**src/hw/rtl/rcpwc_pkg.sv**
```systemverilog
// ----------------------------------------------------------------------------
// RC pulse width capture package
// Shared constants, beat types and per-channel control for the capture block.
// ----------------------------------------------------------------------------
package rcpwc_pkg;

   localparam int unsigned MAX_CHANNELS = 4;
   localparam int unsigned CHANNELS     = 4;
   localparam int unsigned TS_WIDTH     = 16;
   localparam int unsigned MIN_WIDTH_US = 1;

   typedef enum logic [0:0] {
      FUNC_SAMPLE = 1'b0,
      FUNC_READ   = 1'b1
   } func_type;

   typedef struct packed {
      func_type                    func;
      logic [MAX_CHANNELS-1:0]     pin_levels;
      logic [TS_WIDTH-1:0]         timestamp_us;
   } req_type;

   typedef struct packed {
      logic [TS_WIDTH-1:0] width_ch0;
      logic [TS_WIDTH-1:0] width_ch1;
      logic [TS_WIDTH-1:0] width_ch2;
      logic [TS_WIDTH-1:0] width_ch3;
   } rsp_type;

   typedef struct packed {
      logic sample;
      logic read;
      logic toggled;
      logic enabled;
      logic level;
   } chan_ctrl_type;

endpackage

```
**src/hw/rtl/rc_pulse_width_capture.sv**
```systemverilog
// ----------------------------------------------------------------------------
// RC pulse width capture
// High-pulse width measurement on four RC receiver pins.
//
//   port group   direction  beat
//   req_         in         func, pin_levels, timestamp_us
//   rsp_         out        width_ch0 .. width_ch3 (read beats only)
//   csr_         in         channel_enable, written at once
//
// One beat per cycle unless a read beat is held; each beat is registered in the
// input register, and a read beat's result is registered in the output register.
// Reset clears levels, rise times, widths and enables all channels.
// A read beat holds in the input register while an earlier result stalls;
// sample beats never wait on the result side.
// ----------------------------------------------------------------------------
module rc_pulse_width_capture (
   input  logic                                  clock,
   input  logic                                  reset,
   input  logic                                  req_valid,
   output logic                                  req_ready,
   input  rcpwc_pkg::req_type                    req_payload,
   output logic                                  rsp_valid,
   input  logic                                  rsp_ready,
   output rcpwc_pkg::rsp_type                    rsp_payload,
   input  logic                                  csr_write_enable,
   input  logic [rcpwc_pkg::MAX_CHANNELS-1:0]    csr_write_data
);

   logic                                  in_valid_ff;
   logic                                  in_valid_in;
   rcpwc_pkg::req_type                    in_item_ff;
   logic                                  rsp_valid_ff;
   logic                                  rsp_valid_in;
   rcpwc_pkg::rsp_type                    rsp_item_ff;
   logic [rcpwc_pkg::MAX_CHANNELS-1:0]    levels_ff;
   logic [rcpwc_pkg::MAX_CHANNELS-1:0]    levels_in;
   logic [rcpwc_pkg::MAX_CHANNELS-1:0]    enable_ff;
   logic [rcpwc_pkg::MAX_CHANNELS-1:0]    changed;
   logic                                  is_read;
   logic                                  advance;
   logic                                  read_go;
   logic                                  sample_go;
   logic [rcpwc_pkg::MAX_CHANNELS-1:0][rcpwc_pkg::TS_WIDTH-1:0] widths;

   assign is_read   = (in_item_ff.func == rcpwc_pkg::FUNC_READ);
   assign advance   = in_valid_ff && (!is_read || !rsp_valid_ff || rsp_ready);
   assign read_go   = advance && is_read;
   assign sample_go = advance && !is_read;
   assign req_ready = !in_valid_ff || advance;
   assign changed   = in_item_ff.pin_levels ^ levels_ff;

   always_comb begin
      in_valid_in = in_valid_ff;
      if (req_ready) begin
         in_valid_in = req_valid;
      end
      levels_in = levels_ff;
      if (sample_go) begin
         levels_in = in_item_ff.pin_levels;
      end
      rsp_valid_in = rsp_valid_ff && !rsp_ready;
      if (read_go) begin
         rsp_valid_in = 1'b1;
      end
   end

   always_ff @(posedge clock) begin
      if (reset) begin
         in_valid_ff  <= 1'b0;
         rsp_valid_ff <= 1'b0;
         levels_ff    <= '0;
         enable_ff    <= '1;
      end else begin
         in_valid_ff  <= in_valid_in;
         rsp_valid_ff <= rsp_valid_in;
         levels_ff    <= levels_in;
         if (csr_write_enable) begin
            enable_ff <= csr_write_data;
         end
      end
   end

   always_ff @(posedge clock) begin
      if (req_ready) begin
         in_item_ff <= req_payload;
      end
      if (read_go) begin
         rsp_item_ff.width_ch0 <= widths[0];
         rsp_item_ff.width_ch1 <= widths[1];
         rsp_item_ff.width_ch2 <= widths[2];
         rsp_item_ff.width_ch3 <= widths[3];
      end
   end

   for (genvar i = 0; i < rcpwc_pkg::MAX_CHANNELS; i++) begin : g_chan
      if (i < rcpwc_pkg::CHANNELS) begin : g_live
         rcpwc_pkg::chan_ctrl_type ctrl;

         assign ctrl.sample  = sample_go;
         assign ctrl.read    = read_go;
         assign ctrl.toggled = changed[i];
         assign ctrl.enabled = enable_ff[i];
         assign ctrl.level   = in_item_ff.pin_levels[i];

         rcpwc_channel u_channel (
            .clock        (clock),
            .reset        (reset),
            .ctrl         (ctrl),
            .timestamp_us (in_item_ff.timestamp_us),
            .width        (widths[i])
         );
      end else begin : g_idle
         assign widths[i] = '0;
      end
   end

   assign rsp_valid   = rsp_valid_ff;
   assign rsp_payload = rsp_item_ff;

`ifndef SYNTHESIS
   a_read_holds: assert property (@(posedge clock) disable iff (reset)
      (in_valid_ff && is_read && rsp_valid_ff && !rsp_ready) |=> in_valid_ff)
      else $error("read beat dropped while result stalled");

   a_read_shows: assert property (@(posedge clock) disable iff (reset)
      read_go |=> rsp_valid)
      else $error("read beat gave no result");

   a_read_clears: assert property (@(posedge clock) disable iff (reset)
      read_go |=> (widths == '0))
      else $error("widths not cleared after read");

   a_levels_hold: assert property (@(posedge clock) disable iff (reset)
      !sample_go |=> $stable(levels_ff))
      else $error("last levels moved without a sample beat");
`endif

endmodule

```
**src/hw/rtl/rcpwc_channel.sv**
```systemverilog
// ----------------------------------------------------------------------------
// RC pulse width capture channel
// Rise time and captured width of one receiver pin.
// ----------------------------------------------------------------------------
module rcpwc_channel (
   input  logic                             clock,
   input  logic                             reset,
   input  rcpwc_pkg::chan_ctrl_type         ctrl,
   input  logic [rcpwc_pkg::TS_WIDTH-1:0]   timestamp_us,
   output logic [rcpwc_pkg::TS_WIDTH-1:0]   width
);

   logic [rcpwc_pkg::TS_WIDTH-1:0] rise_ff;
   logic [rcpwc_pkg::TS_WIDTH-1:0] rise_in;
   logic [rcpwc_pkg::TS_WIDTH-1:0] width_ff;
   logic [rcpwc_pkg::TS_WIDTH-1:0] width_in;
   logic [rcpwc_pkg::TS_WIDTH-1:0] diff;

   assign diff = timestamp_us - rise_ff;

   always_comb begin
      rise_in  = rise_ff;
      width_in = width_ff;
      if (ctrl.read) begin
         width_in = '0;
      end else if (ctrl.sample && ctrl.toggled && ctrl.enabled) begin
         if (ctrl.level) begin
            rise_in = timestamp_us;
         end else if (diff > rcpwc_pkg::TS_WIDTH'(rcpwc_pkg::MIN_WIDTH_US)) begin
            width_in = diff;
         end
      end
   end

   always_ff @(posedge clock) begin
      if (reset) begin
         rise_ff  <= '0;
         width_ff <= '0;
      end else begin
         rise_ff  <= rise_in;
         width_ff <= width_in;
      end
   end

   assign width = width_ff;

endmodule
```
**config.mk**
```make
export PLATFORM = sky130hd
export DESIGN_NAME = rc_pulse_width_capture
export DESIGN_NICKNAME = d
export VERILOG_FILES = /design/src/hw/rtl/rcpwc_pkg.sv /design/src/hw/rtl/rc_pulse_width_capture.sv /design/src/hw/rtl/rcpwc_channel.sv
export SDC_FILE = /design/constraint.sdc
export NUM_CORES = 1
export LEC_CHECK = 0
export BUFFER_PORTS_ARGS = -buffer_cell sky130_fd_sc_hd__buf_4
export CAP_MARGIN = 20
export CORE_AREA = 8 8 178 180
export CTS_BUF_LIST = sky130_fd_sc_hd__clkbuf_4 sky130_fd_sc_hd__clkbuf_8
export DETAILED_ROUTE_END_ITERATION = 8
export DIE_AREA = 0 0 186 188
export PLACE_DENSITY_LB_ADDON = 0.15
export SLEW_MARGIN = 20
export SYNTH_ARGS = -nofsm -noshare
export SYNTH_HDL_FRONTEND = slang
export SYNTH_SLANG_ARGS = --single-unit
```
**constraint.sdc**
```tcl
create_clock -name clock -period 14.9 [get_ports clock]
set_clock_uncertainty 0.2 [all_clocks]
set_input_delay 0.745 -clock clock [delete_from_list [all_inputs] [get_ports clock]]
set_output_delay 0.745 -clock clock [all_outputs]
set_load 0.05 [all_outputs]
```
==> run summary, run 1 <==
CTS Buf Count -> 38
Period utilization -> 27.23%
Critical Path Sink Type -> register
Wirelength per Cell -> 16.04 µm
Seq pwr share -> 47.2%
CTS root buf -> clkbuf_8
Clock share of power -> 39.8%
Hold-fix buffers, CTS -> 0
Worst R2R Path Depth -> 13
Number of nets in the layout -> 1411
Vias per cell -> 5.162
Cell Area, Synth -> 0.01133 mm²
Ys flop type -> dfxtp_1
Relative slew slack -> 32.50%
Largest net degree at the start of global routing -> 77
Fin Setup TNS -> 0 ns
Hold path cells -> 1
Synth top area share -> 24.38%
HPWL Detailed -> 19790 µm
Final setup margin -> 10.84 ns
Met2 WL -> 12260 µm
Switching pwr -> 366.9 µW
Worst slew pin tran -> 1.005 ns
Net count after synthesis -> 1314
Worst setup SP type -> register
CP arrival -> 4.31 ns
Kind of critical path -> reg -> reg
Placed Area -> 0.01244 mm²
CTS max path bufs -> 3
Simple-Gate Fraction of Synth Area -> 18.21%
Min Tclk post-route -> 4.058 ns
Die Wd -> 186 µm
Hold Path Class -> in -> reg
Worst skew pair latency -> 0.53 ns
First-pass GRT wire length -> 44660 µm
Commonest cells after routing, fill and taps aside -> nand2_1, dfxtp_1, a21oi_1, buf_4, edfxtp_1
Setup Viol. Count Final -> 0
Power per cell area -> 105.3 mW/mm²
Starting density of the core -> 39.06%
TritonRoute pass-1 iters -> 5
Internal Power -> 1.024 mW
Die area -> 0.03497 mm²
Hold WS -> 0.1897 ns
Gr usage total -> 15.75%
Multi-input gate area -> 0.005533 mm²
Pleak -> 4.905 nW
Worst Path Required -> 15.15 ns
Reg clk slew, reported paths -> 0.06 ns
IO buf count -> 95
Mean Syn Cell Area -> 9.287 µm²
Max-Cap Viols -> 0
Post-synthesis adder-cell area fraction -> 7.333%
Worst VDD drop -> 0.06821 mV
Top cells by area, synth -> dfxtp_1, edfxtp_1, nand2_1
Core area -> 0.02901 mm²
Hold EP -> in_item_ff[13]
Fmax -> 0.2464 GHz
GP Congestion -> 0.8522
Final Hold Fails -> 0
DR WL met3 -> 1374 µm
Vias in the first global route -> 8356
DRT iter0 DRCs -> 480
Initial antenna violation count -> 0
EDFF count, synth -> 85
Worst r2r src -> in_item_ff[0]
TritonCTS clock tree -> done
Layout area overhead -> 16.61%
Clk sinks -> 223
# fillers -> 2902
Final ANT Viol Nets -> 0
Compound-gate portion of the synthesized area -> 18.95%
N_diodes -> 0
Sw Ratio -> 26.38%
Post-synthesis mux area share -> 1.502%
Outcome -> finished clean
Setup WS pre-CTS -> 10.85 ns
Register area -> 0.005315 mm²
Row Count -> 63
Reg-to-reg endpoint -> g_chan[3].g_live.u_channel.width[2]
Setup Buffers After CTS -> 0
RSZ-0062 raised after global routing -> no
Post-synth cell types -> 81
Total gr overflow -> 0
Asr flop ratio synth -> 0%
Synth Register Bits -> 223
DRT Wirelength -> 27850 µm
Flop2flop setup slack -> 10.84 ns
Drc violations -> 0
H-tree Lvls -> 2
Logic pwr share -> 12.9%
Post-route cell area -> 0.01321 mm²
Layout cells sized above 1 -> 15.38%
Die height -> 188 µm
Hold path startpoint -> req_payload[13]
Sequential fraction of the synthesis area -> 46.91%
Crit Path Max Fanout -> 12
Post-synthesis xor/xnor area fraction -> 2.706%
Ports -> 96
Most common cell after layout, fill and taps aside -> nand2_1
Final Max Slew Viols -> 0
Leading area contributor after synthesis -> dfxtp_1
PostCTS Resize Cnt -> 0
Synth Warn # -> 0
Max Used Layer -> met4
Via count -> 8961
Met1 WL -> 13400 µm
Syn Inst Count -> 1220
Main combinational cell family by area after synthesis -> compound AO/OA/AOI/OAI gates
through the flow:
step           total power, mW  utilization [%]  cells
6_report                 1.391            45.54   1736
5_1_grt                  1.459            45.54   1736
4_1_cts                  1.413            45.54   1736
3_5_place_dp            0.8500            42.87   1667
3_3_place_gp            0.8487            42.87   1667
2_1_floorplan           0.7980                -   1220
kinds of logic after synthesis:
group,count (synthesis)
AOI/OAI and AO/OA,324
xor gates and xnor gates,35
adders and majority gates,64
buffers and inverters,128
DFF,223
muxes,17
and+or+nand+nor,429
power by group through the flow:
| stage | Clock, mW | Sequential, mW | Combinational [mW] |
|---|---|---|---|
| after floorplan | 0 | 0.675 | 0.123 |
| after global placement | 0 | 0.669 | 0.179 |
| after detailed placement | 0 | 0.670 | 0.180 |
| after CTS | 0.575 | 0.657 | 0.181 |
| after global routing | 0.601 | 0.659 | 0.199 |
| final | 0.553 | 0.657 | 0.180 |
sequential cells by signal, summed over array words and instances, names as in the netlist, 4 cells and up:
name,count
enable_ff,4
g_chan.g_live.ctrl,4
g_chan.g_live.u_channel.rise_ff,64
g_chan.g_live.u_channel.width,64
in_item_ff,16
levels_ff,4
rsp_payload,64
Yosys cell counts (5+ instances only):
| cell type | number |
|---|---|
| o2111ai_1 | 5 |
| nand2b_1 | 5 |
| xor2_1 | 19 |
| buf_1 | 6 |
| and2_1 | 6 |
| clkbuf_1 | 38 |
| inv_1 | 77 |
| mux2i_1 | 17 |
| o31a_1 | 5 |
| or3_1 | 10 |
| a21oi_1 | 119 |
| o21ai_0 | 46 |
| nand4_1 | 29 |
| a21o_1 | 14 |
| a211oi_1 | 21 |
| a211o_1 | 8 |
| nand2_1 | 212 |
| o21ai_1 | 5 |
| nand3_1 | 28 |
| o21a_1 | 24 |
| o211ai_1 | 12 |
| nor3_1 | 13 |
| nor3b_1 | 12 |
| nor2b_1 | 12 |
| xnor2_1 | 16 |
| edfxtp_1 | 85 |
| dfxtp_1 | 138 |
| or2_2 | 9 |
| nor2_1 | 56 |
| nand4b_1 | 7 |
| ha_1 | 60 |
| o31ai_1 | 6 |
| and3_1 | 7 |
| a31oi_1 | 12 |
layout make-up:
type / count / area share, %
tap: 390 / 3.694
clock inverter: 8 / 0.2746
inverter: 77 / 2.188
sequential: 223 / 40.23
timing repair buffer: 108 / 6.137
clock buffer: 61 / 5.597
multi-input combinational: 869 / 41.88
routing by layer:
layer  global-route usage [%]  up-vias
li1                         -     4597
met3                    2.826       52
met2                    24.47      191
met1                    21.60     4121
met4                    5.528        0
met5                        0        -
critical path, cell delays in order (launching register included):
cell and delay, ns:
edfxtp_1 0.44, inv_1 0.18, ha_1 0.20, inv_1 0.06, fa_1 0.42, a211oi_1 0.30
o21bai_1 0.17, a31oi_1 0.34, nor3_1 0.08, or3b_2 0.47, nor2_1 0.18, nand4b_2 0.20
nand2_1 0.51, mux2i_1 0.25
worst max path at each step:
stage	cells after the start	startpoint	end	slack [ns]
global route	11	in_item_ff[1]	g_chan[0].g_live.u_channel.width[9]	10.51
finish	13	in_item_ff[0]	g_chan[3].g_live.u_channel.width[2]	10.84
global placement	13	in_item_ff[0]	g_chan[3].g_live.u_channel.width[2]	10.95
CTS	13	in_item_ff[0]	g_chan[3].g_live.u_channel.width[3]	10.81
floorplan	7	rsp_ready	g_chan[2].g_live.u_channel.width[14]	9.77
detailed placement	13	in_item_ff[0]	g_chan[3].g_live.u_channel.width[2]	10.85
No activity file was read; power rests on OpenSTA's default activity.
==> inputs of run 2 (changes only) <==
- ABC_AREA: unset -> 1
- CORE_AREA: 8 8 178 180 -> 8 8 182 184
- DIE_AREA: 0 0 186 188 -> 0 0 190 192
- clock period: 14.9 -> 4.2 ns (I/O delays scaled with it)
==> run 2 against run 1 <==
- combinational power increased to 4.4 times the previous value
- routed wire length increased by 7.3%
- synthesized cell count up 30%
- synthesized area is 4.8% higher
- flip-flop and latch count did not move
- utilization up 1.1 points
- critical path type unchanged
- largest power group unchanged
==> run summary, run 2 <==
Setup Buffers After CTS -> 0
Worst r2r src -> in_item_ff[0]
CTS max path bufs -> 3
Final Max Slew Viols -> 0
Simple-Gate Fraction of Synth Area -> 28.54%
CP arrival -> 3.56 ns
Largest net degree at the start of global routing -> 70
Mean Syn Cell Area -> 7.514 µm²
GP Congestion -> 0.8402
Drc violations -> 0
Hold WS -> 0.1855 ns
Final ANT Viol Nets -> 0
Ports -> 96
Worst Path Required -> 4.42 ns
Layout area overhead -> 18.55%
Reg clk slew, reported paths -> 0.06 ns
# fillers -> 3072
First-pass GRT wire length -> 48160 µm
Compound-gate portion of the synthesized area -> 9.511%
Post-synth cell types -> 41
PostCTS Resize Cnt -> 0
Vias in the first global route -> 9517
Relative slew slack -> 38.39%
Asr flop ratio synth -> 0%
Hold Path Class -> in -> reg
RSZ-0062 raised after global routing -> no
Commonest cells after routing, fill and taps aside -> nand2_1, inv_1, nor2_1, a21oi_1, dfxtp_1
Main combinational cell family by area after synthesis -> simple AND/OR/NAND/NOR gates
Worst slew pin tran -> 0.9172 ns
CP startpoint -> in_item_ff[0]
Synth Register Bits -> 223
Top-count cell post-synth -> nand2_1
Post-synthesis adder-cell area fraction -> 6.994%
Worst skew pair latency -> 0.53 ns
Final Hold Fails -> 0
Die Wd -> 190 µm
Vias per cell -> 4.751
TritonRoute pass-1 iters -> 5
GR Util met3 -> 2.905%
Core area -> 0.03019 mm²
Setup Viol. Count Final -> 0
Fin Setup TNS -> 0 ns
Total gr overflow -> 0
Crit Path Max Fanout -> 27
Leading area contributor after synthesis -> dfxtp_1
Post-synthesis xor/xnor area fraction -> 0.8848%
Synth Warn # -> 0
Worst VDD drop -> 0.2036 mV
Initial antenna violation count -> 0
Pleak -> 6.389 nW
N_diodes -> 0
Kind of critical path -> reg -> reg
Synth top area share -> 23.26%
GRT busiest layer -> met2
Fmax -> 0.2992 GHz
Via count -> 10200
Worst setup SP type -> register
Gr usage total -> 16.24%
DRT iter0 DRCs -> 485
Row Count -> 64
Max-Cap Viols -> 0
Met2 Usage GRT -> 25.88%
IO buf count -> 95
HPWL Detailed -> 22110 µm
Most common cell after layout, fill and taps aside -> nand2_1
Outcome -> finished clean
Min Tclk post-route -> 3.343 ns
Layout cells sized above 1 -> 11.76%
Net count after synthesis -> 1675
Starting density of the core -> 39.35%
EDFF count, synth -> 85
Number of nets in the layout -> 1817
Clk sinks -> 223
Syn Inst Count -> 1581
Wirelength per Cell -> 13.91 µm
Die area -> 0.03648 mm²
CTS root buf -> clkbuf_8
GR Util met1 -> 22.26%
Post-synthesis mux area share -> 0%
Period utilization -> 79.59%
Cell Area, Synth -> 0.01188 mm²
H-tree Lvls -> 2
Top post-synthesis cells by count -> nand2_1, inv_1, nor2_1
Sequential fraction of the synthesis area -> 44.74%
CTS Buf Count -> 38
TritonCTS clock tree -> done
Critical Path Sink Type -> register
DRT Wirelength -> 29870 µm
Hold path startpoint -> req_payload[20]
Power per cell area -> 357.5 mW/mm²
Die height -> 192 µm
Top cells by area, synth -> dfxtp_1, edfxtp_1, nand2_1
Ys flop type -> dfxtp_1
## run 2: changes by cell type after synthesis, sizes merged, moves of 20 or more
cell and change:
a21oi +20, o21a -23, nand2 +207, o21ai +25, nor2 +117, a211oi -21, inv +151, nand3 +106
nand3b +29
## run 2: final timing paths
check	to	slack, ns	depth (start not counted)
max	g_chan[3].g_live.u_channel.width[2]	0.86	18
min reg2reg	rsp_payload[24]	0.23	0
min	is_read	0.19	2
max reg2reg	g_chan[3].g_live.u_channel.width[2]	0.86	18
## run 2: cells by family after synthesis
kind of cell / after synthesis
AOI/OAI and AO/OA: 222
and+or+nand+nor: 785
buffers and inverters: 275
adders and majority gates: 64
xor gates and xnor gates: 12
DFF: 223
## run 2: where the power goes
group          switching [mW]  internal (mW)
sequential             0.0499           2.29
combinational           0.507          0.285
clock                   0.851           1.05
total                    1.41           3.63
## run 2: routing by layer
layer	vias up	routed length (µm)
met1	4599	14880
li1	5380	-
met4	0	586
met5	-	0
met3	42	1278
met2	180	13130
## run 2: timing repair
item	in CTS	in global routing
endpoints found under the hold margin	29	0
setup endpoints to repair	0	0
hold buffers	36	0
## run 2: cell type report
class	count	area (µm²)	share of cell area, %
Clock buffer	58	691.9	4.913
Clock inverter	10	48.80	0.3465
Inverter	231	869.6	6.175
Multi-Input combinational cell	1083	5472	38.85
Sequential cell	223	5315	37.74
Tap cell	396	495.5	3.518
Timing Repair Buffer	146	1190	8.450
## run 2: per-stage QoR
| step | instance area (µm²) | power, mW | cells | util, % | setup slack [ns] |
|---|---|---|---|---|---|
| 5_1_grt | 14080 | 5.337 | 2147 | 46.65 | 0.3815 |
| 3_3_place_gp | 12970 | 3.147 | 2042 | 42.96 | 0.9216 |
| 4_1_cts | 14070 | 5.120 | 2146 | 46.61 | 0.8457 |
| 6_report | 14080 | 5.035 | 2147 | 46.65 | 0.8572 |
| 3_5_place_dp | 12970 | 3.151 | 2042 | 42.96 | 0.8641 |
| 2_1_floorplan | 11880 | 2.932 | 1581 | - | 1.536 |
## run 2: critical path, cell delays in order, from the launching register on
cell and delay (ns):
edfxtp_1 0.40, inv_1 0.21, ha_1 0.18, inv_1 0.08, fa_1 0.43, nand2_1 0.08
nand2_1 0.10, nand3_1 0.10, nand2_1 0.08, nand3_1 0.12, nand2_1 0.07, nand2_1 0.06
nand2_1 0.06, nor2_1 0.13, nand3_2 0.41, nand2_1 0.34, nand2_1 0.08, nand2_1 0.06
nor2_1 0.04
